## src/rtl/core/rtcsm_pkg.sv

```systemverilog
`timescale 1ns / 1ps
package rtcsm_pkg;

  localparam int unsigned DATA_W = 56;
  localparam int unsigned BIT_W  = 7;

  typedef enum logic [2:0] {
    OP_TICK         = 3'd0,
    OP_SINGLE_WRITE = 3'd1,
    OP_SINGLE_READ  = 3'd2,
    OP_BURST_WRITE  = 3'd3,
    OP_BURST_READ   = 3'd4
  } op_e;

  typedef enum logic [1:0] {
    KIND_SINGLE_WRITE = 2'd0,
    KIND_SINGLE_READ  = 2'd1,
    KIND_BURST_WRITE  = 2'd2,
    KIND_BURST_READ   = 2'd3
  } access_kind_e;

  localparam logic [7:0] CMD_WRITE_BASE  = 8'h80;
  localparam logic [7:0] CMD_READ_BASE   = 8'h81;
  localparam logic [7:0] CMD_BURST_WRITE = 8'hBE;
  localparam logic [7:0] CMD_BURST_READ  = 8'hBF;

  // bit count of a single access: command byte plus one data byte
  localparam logic [BIT_W-1:0] SINGLE_BITS = 7'd16;
  localparam logic [BIT_W-1:0] CMD_BITS    = 7'd8;

  typedef struct packed {
    logic              chip_enable;
    logic              serial_clock;
    logic              io_out;
    logic              io_drive;
    logic              busy_res;
    logic              done_res;
    logic              rejected;
    logic [DATA_W-1:0] read_data;
  } result_t;

endpackage

```

## src/rtl/core/rtcsm_engine.sv

```systemverilog
`timescale 1ns / 1ps
module rtcsm_engine #(
  parameter int unsigned BURST_BYTES = 7
) (
  input  logic                         clk_i,
  input  logic                         rst_ni,
  input  logic                         accept_i,
  input  logic [2:0]                   op_i,
  input  logic [4:0]                   reg_addr_i,
  input  logic [rtcsm_pkg::DATA_W-1:0] write_data_i,
  input  logic                         io_in_i,
  output rtcsm_pkg::result_t           result_o
);
  import rtcsm_pkg::*;

  localparam int unsigned BURST_DATA_W = 8 * BURST_BYTES;
  localparam int unsigned SHIFT_W      = 8 + BURST_DATA_W;
  localparam logic [BIT_W-1:0] BURST_BITS = BIT_W'(SHIFT_W);

  logic               active_q, active_d;
  logic               half_q, half_d;
  logic               clk_lvl_q, clk_lvl_d;
  logic [BIT_W-1:0]   bit_q, bit_d;
  access_kind_e       kind_q, kind_d;
  logic [SHIFT_W-1:0] shift_q, shift_d;
  logic [DATA_W-1:0]  gather_q, gather_d;

  logic               is_start;
  logic               is_read_kind;
  logic               done;
  logic               rejected;
  logic [BIT_W-1:0]   bit_inc;
  logic [BIT_W-1:0]   total_bits;
  logic [BIT_W-1:0]   gather_idx;
  logic [7:0]         cmd;
  logic [SHIFT_W-1:0] load_data;

  // pin view: the state that the pins show for this item
  logic               v_active, v_half, v_clk;
  logic [BIT_W-1:0]   v_bit, sel_bit;
  logic               v_read_bit;
  logic [SHIFT_W-1:0] shifted;
  logic               pin_io, pin_drive;

  always_comb begin
    is_start = 1'b0;
    case (op_i) inside
      OP_SINGLE_WRITE, OP_SINGLE_READ, OP_BURST_WRITE, OP_BURST_READ: is_start = 1'b1;
      default: is_start = 1'b0;
    endcase
  end

  always_comb begin
    cmd       = CMD_BURST_READ;
    load_data = '0;
    case (op_i)
      OP_SINGLE_WRITE: begin
        cmd       = 8'({reg_addr_i, 1'b0}) | CMD_WRITE_BASE;
        load_data = SHIFT_W'(write_data_i[7:0]);
      end
      OP_SINGLE_READ: begin
        cmd = 8'({reg_addr_i, 1'b0}) | CMD_READ_BASE;
      end
      OP_BURST_WRITE: begin
        cmd       = CMD_BURST_WRITE;
        load_data = SHIFT_W'(write_data_i[BURST_DATA_W-1:0]);
      end
      default: begin
        cmd = CMD_BURST_READ;
      end
    endcase
  end

  assign is_read_kind = (kind_q == KIND_SINGLE_READ) || (kind_q == KIND_BURST_READ);
  assign total_bits   = (kind_q == KIND_SINGLE_WRITE || kind_q == KIND_SINGLE_READ) ?
                        SINGLE_BITS : BURST_BITS;
  assign bit_inc      = bit_q + 7'd1;
  assign gather_idx   = bit_q - CMD_BITS;

  always_comb begin
    active_d  = active_q;
    half_d    = half_q;
    clk_lvl_d = clk_lvl_q;
    bit_d     = bit_q;
    kind_d    = kind_q;
    shift_d   = shift_q;
    gather_d  = gather_q;
    done      = 1'b0;
    rejected  = 1'b0;
    v_active  = active_q;
    v_half    = half_q;
    v_clk     = clk_lvl_q;
    v_bit     = bit_q;
    if (is_start) begin
      if (active_q) begin
        rejected = 1'b1;
      end else begin
        kind_d    = access_kind_e'(2'(op_i - 3'd1));
        shift_d   = (load_data << 8) | SHIFT_W'(cmd);
        gather_d  = '0;
        bit_d     = '0;
        half_d    = 1'b0;
        clk_lvl_d = 1'b0;
        active_d  = 1'b1;
        v_active  = 1'b1;
        v_half    = 1'b0;
        v_clk     = 1'b0;
        v_bit     = '0;
      end
    end else if (active_q && !half_q) begin
      // first half: clock low, sample on read data bits
      if (is_read_kind && bit_q >= CMD_BITS) begin
        gather_d = gather_q | (DATA_W'(io_in_i) << gather_idx);
      end
      clk_lvl_d = 1'b0;
      half_d    = 1'b1;
      v_clk     = 1'b0;
      v_half    = 1'b1;
    end else if (active_q) begin
      // second half: clock high, then advance to the next bit
      v_clk  = 1'b1;
      half_d = 1'b0;
      bit_d  = bit_inc;
      clk_lvl_d = 1'b1;
      if (bit_inc >= total_bits) begin
        done      = 1'b1;
        active_d  = 1'b0;
        clk_lvl_d = 1'b0;
        bit_d     = '0;
      end
    end
  end

  assign sel_bit    = v_half ? v_bit : v_bit - 7'd1;
  assign v_read_bit = ((kind_d == KIND_SINGLE_READ) || (kind_d == KIND_BURST_READ)) &&
                      (sel_bit >= CMD_BITS);
  assign shifted    = shift_d >> sel_bit;

  always_comb begin
    if (!v_active) begin
      pin_io    = 1'b1;
      pin_drive = 1'b0;
    end else if (!v_half && v_bit == '0) begin
      pin_io    = 1'b1;
      pin_drive = 1'b1;
    end else if (v_read_bit) begin
      pin_io    = 1'b1;
      pin_drive = 1'b0;
    end else begin
      pin_io    = shifted[0];
      pin_drive = 1'b1;
    end
  end

  always_comb begin
    result_o.chip_enable  = v_active;
    result_o.serial_clock = v_clk;
    result_o.io_out       = pin_io;
    result_o.io_drive     = pin_drive;
    result_o.busy_res     = v_active;
    result_o.done_res     = done;
    result_o.rejected     = rejected;
    result_o.read_data    = gather_d;
  end

  always_ff @(posedge clk_i or negedge rst_ni) begin
    if (!rst_ni) begin
      active_q  <= 1'b0;
      half_q    <= 1'b0;
      clk_lvl_q <= 1'b0;
      bit_q     <= '0;
      kind_q    <= KIND_SINGLE_WRITE;
      shift_q   <= '0;
      gather_q  <= '0;
    end else if (accept_i) begin
      active_q  <= active_d;
      half_q    <= half_d;
      clk_lvl_q <= clk_lvl_d;
      bit_q     <= bit_d;
      kind_q    <= kind_d;
      shift_q   <= shift_d;
      gather_q  <= gather_d;
    end
  end

endmodule

```

## src/rtl/core/rtc_three_wire_serial_master_top.sv

```systemverilog
`timescale 1ns / 1ps
// Channel  | Handshake               | Payload
// ---------+-------------------------+----------------------------------------------
// input    | in_valid_i / in_ready_o | op_i, reg_addr_i, write_data_i, io_in_i
// output   | out_valid_o/out_ready_i | chip_enable_o, serial_clock_o, io_out_o,
//          |                         | io_drive_o, busy_res_o, done_res_o,
//          |                         | rejected_o, read_data_o
//
// One item per clock while in_ready_o is high: the pin sequencer updates in the cycle
// an item is taken and its result is registered. A two-entry output stage (result
// register plus skid register) lets an item be taken while a result waits; input
// stalls only when both entries are full. Reset idles the link, clears the sequencer
// state and read data and empties both entries; their contents are not reset.
module rtc_three_wire_serial_master_top #(
  parameter int unsigned BURST_BYTES = 7
) (
  input  logic                         clk_i,
  input  logic                         rst_ni,
  input  logic                         in_valid_i,
  output logic                         in_ready_o,
  input  logic [2:0]                   op_i,
  input  logic [4:0]                   reg_addr_i,
  input  logic [rtcsm_pkg::DATA_W-1:0] write_data_i,
  input  logic                         io_in_i,
  output logic                         out_valid_o,
  input  logic                         out_ready_i,
  output logic                         chip_enable_o,
  output logic                         serial_clock_o,
  output logic                         io_out_o,
  output logic                         io_drive_o,
  output logic                         busy_res_o,
  output logic                         done_res_o,
  output logic                         rejected_o,
  output logic [rtcsm_pkg::DATA_W-1:0] read_data_o
);
  import rtcsm_pkg::*;

  logic    accept;
  result_t res;
  result_t out_q;
  result_t skid_q;
  logic    out_valid_q;
  logic    skid_valid_q;

  assign in_ready_o = !skid_valid_q;
  assign accept     = in_valid_i && in_ready_o;

  rtcsm_engine #(
    .BURST_BYTES(BURST_BYTES)
  ) u_engine (
    .clk_i       (clk_i),
    .rst_ni      (rst_ni),
    .accept_i    (accept),
    .op_i        (op_i),
    .reg_addr_i  (reg_addr_i),
    .write_data_i(write_data_i),
    .io_in_i     (io_in_i),
    .result_o    (res)
  );

  always_ff @(posedge clk_i or negedge rst_ni) begin
    if (!rst_ni) begin
      out_valid_q  <= 1'b0;
      skid_valid_q <= 1'b0;
    end else if (!out_valid_q || out_ready_i) begin
      // output slot frees: refill from skid first, else from a new item
      if (skid_valid_q) begin
        out_valid_q  <= 1'b1;
        skid_valid_q <= 1'b0;
      end else begin
        out_valid_q <= accept;
      end
    end else if (accept) begin
      skid_valid_q <= 1'b1;
    end
  end

  always_ff @(posedge clk_i) begin
    if (!out_valid_q || out_ready_i) begin
      if (skid_valid_q) begin
        out_q <= skid_q;
      end else if (accept) begin
        out_q <= res;
      end
    end else if (accept) begin
      skid_q <= res;
    end
  end

  assign out_valid_o    = out_valid_q;
  assign chip_enable_o  = out_q.chip_enable;
  assign serial_clock_o = out_q.serial_clock;
  assign io_out_o       = out_q.io_out;
  assign io_drive_o     = out_q.io_drive;
  assign busy_res_o     = out_q.busy_res;
  assign done_res_o     = out_q.done_res;
  assign rejected_o     = out_q.rejected;
  assign read_data_o    = out_q.read_data;

endmodule
```

## config.mk

```make
export PLATFORM = sky130hd
export DESIGN_NAME = rtc_three_wire_serial_master_top
export DESIGN_NICKNAME = d
export VERILOG_FILES = /design/src/rtl/core/rtcsm_pkg.sv /design/src/rtl/core/rtcsm_engine.sv /design/src/rtl/core/rtc_three_wire_serial_master_top.sv
export SDC_FILE = /design/constraint.sdc
export NUM_CORES = 1
export LEC_CHECK = 0
export ABC_AREA = 0
export BUFFER_PORTS_ARGS = -buffer_cell sky130_fd_sc_hd__buf_2
export CORE_ASPECT_RATIO = 1.2
export CORE_UTILIZATION = 57
export CTS_BUF_LIST = sky130_fd_sc_hd__clkbuf_16
export DETAILED_ROUTE_END_ITERATION = 10
export PLACE_DENSITY_LB_ADDON = 0.2
export SETUP_SLACK_MARGIN = 0.1
export SLEW_MARGIN = 20
export SYNTH_ARGS = -nofsm -noshare
export SYNTH_HDL_FRONTEND = slang
export SYNTH_SLANG_ARGS = --single-unit
```

## constraint.sdc

```tcl
create_clock -name clk_i -period 6.2 [get_ports clk_i]
set_input_delay 0.31 -clock clk_i [delete_from_list [all_inputs] [get_ports clk_i]]
set_output_delay 0.31 -clock clk_i [all_outputs]
set_load 0.1 [all_outputs]
```

==> results of run 1 <==
area by class of cell:
class | count | share of cell area [%]
Clock buffer | 25 | 4.558
Clock inverter | 20 | 1.048
Inverter | 16 | 0.4376
Multi-Input combinational cell | 604 | 34.11
Sequential cell | 258 | 51.56
Tap cell | 270 | 2.461
Timing Repair Buffer | 149 | 5.816
flip-flops by register name (all words and copies together), names as in the netlist, 2 cells and up:
name / cells
u_engine.bit_q: 7
u_engine.shift_q: 64
u_engine.kind_q: 2
skid_q: 62
read_data_o: 56
u_engine.gather_q: 56
cells by family after synthesis:
family / Yosys count / synth area share (%)
compound gates: 314 / 21.47
xor+xnor: 6 / 0.4319
fa+ha+maj: 14 / 1.398
buf+inv: 100 / 3.640
flops: 258 / 58.15
mux: 82 / 7.536
simple gates: 188 / 7.372
placed cells by master (no fill, tap or decap), types with 4 or more instances in the layout:
cell and n:
and2_1 4, buf_2 132, dfrtp_1 134, a221o_1 8
clkinv_1 5, nor3_1 14, buf_4 13, nand2b_1 6
and3_1 7, a211oi_1 6, nand3_1 9, o21a_1 4
a21oi_1 14, a22oi_1 14, clkbuf_16 25, inv_1 20
o21ai_0 38, nand4_1 5, o21ai_1 4, a221oi_1 10
nand2_1 70, clkinv_2 5, nor4_1 5, a32o_1 46
ha_1 12, o31ai_1 4, o211ai_1 7, edfxtp_1 124
a22o_1 116, o22ai_1 7, dlygate4sd3_1 4, mux2_2 66
nor2_1 44, mux2i_1 14, or4_1 4
worst max-delay path by stage:
stage	slack [ns]	endpoint	cells past startpoint	from
finish	1.17	io_out_o	15	u_engine.active_q
global placement	1.15	io_out_o	18	op_i[0]
global route	0.87	io_out_o	14	u_engine.active_q
CTS	1.23	io_out_o	15	u_engine.active_q
detailed placement	1.0	io_out_o	18	op_i[0]
floorplan	1.20	io_out_o	23	op_i[0]
metal layers:
layer / up-vias / share of wire (%)
li1: 3956 / -
met1: 4266 / 40
met2: 337 / 51
met3: 65 / 6.1
met4: 0 / 3.0
met5: - / 0
report_power, final:
group	internal, mW	switching, mW
clock network	0.815	0.623
logic	0.709	1.32
registers	2.07	0.185
cells in the mapped netlist (3+ instances only):
master,n,area (µm²)
inv_1,14,52.55
clkbuf_1,53,198.9
or4_1,4,30.03
o211ai_1,7,52.55
a21oi_1,14,70.07
nor2_1,45,168.9
dfrtp_1,134,3353
a32o_1,46,460.4
nand4_1,5,31.28
ha_1,12,150.1
o21a_1,5,37.54
o21ai_0,38,190.2
a221o_1,8,80.08
a22oi_1,14,105.1
nor3_1,14,70.07
a22o_1,116,1016
mux2_2,66,743.2
a221oi_1,10,87.58
buf_1,8,30.03
nor4_1,5,31.28
a21oi_2,3,26.28
xor2_1,3,26.28
nand2b_1,6,37.54
nand2_1,71,266.5
buf_2,17,85.08
edfxtp_1,124,3724
and2_1,5,31.28
xnor2_1,3,26.28
o21ai_1,4,20.02
and3_1,7,43.79
mux2i_1,14,140.1
nand3_1,9,45.04
o31ai_1,4,30.03
o22ai_1,7,43.79
buf_6,3,33.78
a211oi_1,6,45.04
worst max-delay path: stages (launching register included):
cell and delay, ns:
dfrtp_1 0.53, clkinv_1 0.42, nand3_4 0.52, nand2_1 0.26, ha_1 0.37, inv_1 0.15, o31ai_1 0.40, a31oi_1 0.22
nor2_4 0.47, buf_4 0.33, a221o_1 0.15, a211oi_1 0.07, or4_1 0.56, o211ai_2 0.12, a22oi_2 0.13, a2bb2oi_2 0.16
through the flow:
stage | worst slack, ns | power (mW) | hold WS, ns | cells
6_report | 1.170 | 5.721 | 0.02726 | 1342
5_1_grt | 0.8711 | 5.988 | 0.02111 | 1342
4_1_cts | 1.227 | 5.734 | 0.009496 | 1342
3_5_place_dp | 0.9989 | 4.291 | 0.4610 | 1293
3_3_place_gp | 1.153 | 4.235 | 0.4599 | 1293
2_1_floorplan | 1.202 | 3.868 | 0.01441 | 962
==> run metrics, run 1 <==
GPL Wtd Cong=0.8945; DRT iter0 DRCs=799; Clock Sinks=258; die area=0.02194 mm²; final worst path period share=81.13%; met2 usage=43.78%; layout net count=1135; CTS resizes=0; Placed Instance Area=0.01291 mm²; CTS Buf Count=25; H-tree levels=1; met3 GRT Util=3.433%; total of max-cap violations=0; RSZ-0062 raised after global routing=false; Top FF cell, synth=dfrtp_1; pwr/cell area=416.9 mW/mm²; # diodes=0; worst r2r src=u_engine.active_q; port bufs=133; I/O pin count=134; mean post-synth cell area=12.65 µm²; GR peak layer=met2; vias=8624; routed vias/inst=6.426; worst hold endpoint=u_engine.shift_q[23]; hold_buf cts=4; Hold Crit Class=primary input to register; Post-Layout Inst Area=0.01372 mm²; Layout Skew=0.009081 ns; status=finished, final reports clean; r2r worst-path depth=15; Filler Cell Count=1614; Final Hold Viols=0; post-synthesis cell area=0.01217 mm²; Clock Latency Late Sink=0.52 ns; leakage=5.804 nW; async set or reset register ratio after synthesis=51.94%; crit path DAT=5.41 ns; post-route ant nets=0; root buf cell=clkbuf_16; initial antenna violation count=0; Die H=162.1 µm; Worst setup SP type=register; number of global-route vias before repair=8396; die span in x=135.4 µm; sequential-to-total area share from yosys stat=58.15%; largest net degree at the start of global routing=84; Achievable Freq=198.8 MHz; routed wire length=28.10 mm; # rows=58; GR Util met1=34.64%; relative slew slack=31.85%; Worst R2R Setup Slack=1.17 ns; Hold Startpoint=write_data_i[15]; crit path kind=register to register; Area Growth Syn to Fin=12.78%; Worst Max-Slew Pin Slew=1.015 ns; hold path depth=2; required time of the critical path=6.58 ns; initial core utilization=58.02%; Post-synth EDFFs=124; flip-flop and latch count after synthesis=258; Setup Fix Bufs, Post-CTS=0; Avg WL per Cell=20.94 µm; Remaining DRCs=0; reg-to-reg endpoint=io_out_o; Yosys cell types=81; FF+latch area=0.007077 mm²; Clk pin slew, worst setup/hold paths=0.06 ns; Synth Net Count=1043; gr usage total=26.13%; yosys warns=0; Post-DP HPWL=18.56 mm; crit-path max FO=44; global route overflow=0; Post-Synthesis Cells=962; VDD IR max=0.2650 mV; area of the multi-input gates=0.004682 mm²; Pre-Repair DR Iteration Count=8; core box area=0.02097 mm²; crit end category=register; max-slew violations=0; Tmin final=5.030 ns; final setup TNS=0 ns; first-pass GRT wire length=44.66 mm; final setup violating endpoints=0; layout cells sized above 1=25.75%; Clock Tree Buf Depth=3; CTS tree=done; Util after Layout=65.44%
Power figures use the tool's default switching activity.
==> run 2, diff against run 1 <==
- clock period: 6.2 -> 4.8 ns (I/O delays scaled with it)
==> run metrics, run 2 (same netlist as run 1, synthesis figures left out) <==
status=finished, final reports clean; layout net count=1197 (+5.5%); I/O pin count=134 (unchanged); max-slew violations=0 (unchanged); RSZ-0062 raised after global routing=false; DRT iter0 DRCs=678 (-15%); port bufs=133 (unchanged); CP cell instances=dlygate4sd3_1 -> buf_2 -> inv_1 -> ha_1 -> or4_1 -> nand3_4 -> nand2_1 -> ha_2 -> nor4b_1 -> a41oi_2 -> o41ai_2 -> nor2_4 -> buf_4 -> mux2_2 -> a21oi_1 -> a2111oi_0 -> a211o_1 -> a22oi_2 -> a2bb2oi_2; global route overflow=0 (unchanged); post-route ant nets=0 (unchanged); Hold Crit Class=primary input to register; total of max-cap violations=0 (unchanged); final setup violating endpoints=0 (unchanged); final setup TNS=0 ns (unchanged); delay of the slowest cell on the worst path=0.60 ns (+0.04 ns); gr usage total=27.52% (+1.4 points); routed vias/inst=6.314 (-1.7%); Clock Sinks=258 (unchanged); max reg flops=64 (unchanged); final worst path period share=91.56%; Highest Signal Layer=met4; crit path DAT=4.67 ns (-0.74 ns); CTS tree=done; Avg WL per Cell=20.97 µm (+0.16%); Worst setup SP type=primary input; Post-Layout Inst Area=0.01437 mm² (+4.7%); DR WL met3=1.691 mm (-0.76%); VDD IR max=0.3708 mV (+40%); core box area=0.02097 mm² (unchanged); Post-DP HPWL=18.68 mm (+0.63%); met2 WL=14.54 mm (+2.5%); DP Cell Count=1303 (+0.77%); layout cells sized above 1=25.37% (-0.37 points); Tmin final=4.395 ns; crit-path max FO=15 (-66%); H-tree levels=1 (unchanged); largest net degree at the start of global routing=139 (+65%); M1 wire length=11.98 mm (+5.4%); Largest regs=u_engine.shift_q (64), skid_q (62); pwr/cell area=527.5 mW/mm² (+27%); Clock Tree Buf Depth=3 (unchanged); Non-Filler Instances=1405 (+4.7%); Layout Skew=0.009549 ns (+0.0004678 ns); Remaining DRCs=0 (unchanged); Clock Latency Late Sink=0.52 ns (about the same); Clk pin slew, worst setup/hold paths=0.07 ns (about the same); Die H=162.1 µm (unchanged); CTS Buf Count=25 (unchanged); sum of buffers and inverters on the critical path=4 (+1); initial core utilization=58.02% (unchanged); routed wire length=29.46 mm (+4.9%); Placed Instance Area=0.01301 mm² (+0.70%); Slowest cell on crit path=or4_1; most frequent cells in the layout=dfrtp_1 (134), buf_2 (132), edfxtp_1 (124); # rows=58 (unchanged); crit path kind=primary input to register; largest reg by FF count=u_engine.shift_q; Worst Max-Slew Pin Slew=1.059 ns (+0.04455 ns); Min Hold Slack=0.01994 ns (-0.007323 ns); Final Hold Viols=0 (unchanged); # diodes=0 (unchanged); most common cell after layout, fill and taps aside=dfrtp_1; relative slew slack=28.85% (-3.0 points); Area Growth Syn to Fin=18.11%; leakage=6.080 nW (+4.7%); Worst path top cell family by delay=simple AND/OR/NAND/NOR gates; required time of the critical path=5.08 ns (-1.50 ns); Pre-Repair DR Iteration Count=6 (-2); die span in x=135.4 µm (unchanged); first-pass GRT wire length=47.47 mm (+6.3%); Achievable Freq=227.5 MHz; number of global-route vias before repair=8757 (+4.3%); root buf cell=clkbuf_16; die area=0.02194 mm² (unchanged); crit end category=register; GPL Wtd Cong=0.8988 (+0.48%); vias=8871 (+2.9%); initial antenna violation count=0 (unchanged)
run 2: final cells by class:
| class | instances | area (µm²) |
|---|---|---|
| fillers | 1525 | 6600 |
| inverters | 16 | 60.06 |
| clock inverters | 21 | 175.2 |
| repair buffers | 211 | 1410 |
| multi-input cells | 604 | 4687 |
| clock buffers | 25 | 625.6 |
| flip-flops and latches | 258 | 7077 |
| well taps | 270 | 337.8 |
run 2: worst paths after layout:
| check | startpoint | end | slack [ns] | depth (start not counted) |
|---|---|---|---|---|
| worst max-delay path | op_i[0] | io_out_o | 0.41 | 19 |
| worst min-delay path | write_data_i[31] | u_engine.shift_q[39] | 0.02 | 2 |
| max in group asynchronous | rst_ni | u_engine.gather_q[36] | 3.82 | 3 |
| min in group asynchronous | rst_ni | u_engine.shift_q[49] | 0.04 | 2 |
| worst min register to register | u_engine.shift_q[11] | u_engine.shift_q[11] | 0.48 | 2 |
| worst max register to register | u_engine.active_q | io_out_o | 0.76 | 15 |
run 2: layer usage:
| metal | GRT usage (%) | vias to the layer above |
|---|---|---|
| met1 | 36.57 | 4352 |
| met5 | 0 | - |
| li1 | - | 4084 |
| met3 | 3.589 | 82 |
| met2 | 45.43 | 353 |
| met4 | 11.75 | 0 |
run 2: power by group:
part	switching, mW	total [mW]	internal (mW)
Clock	0.832	1.94	1.11
Sequential	0.241	2.91	2.67
Combinational	1.74	2.73	0.989
Total	2.81	7.58	4.77
run 2: through the flow:
stage	worst slack (ns)	power, mW	util (%)
floorplan	0.1169	5.004	-
global placement	0.5157	5.552	62.01
detailed placement	0.4155	5.596	62.01
CTS	0.4261	7.579	68.50
global route	0.2157	7.923	68.53
finish	0.4051	7.582	68.53
run 2: worst register-to-register path, stage by stage, from the launching register on:
cell and delay (ns):
dfrtp_1 0.55, clkinv_1 0.16, nand3_4 0.09, nand2_1 0.10, ha_2 0.29, inv_1 0.12
o31ai_1 0.38, a31oi_1 0.21, nor2_4 0.42, buf_4 0.30, mux2_2 0.36, a21oi_1 0.14
a2111oi_0 0.08, a211o_1 0.31, a22oi_2 0.19, a2bb2oi_2 0.08
run 2: what timing repair did:
action,4_1_cts,5_1_grt
endpoints found under the setup margin,0,0
gates resized for setup,0,0
endpoints found under the hold margin,105,0
hold buffers,56,0
buffers inserted,0,0
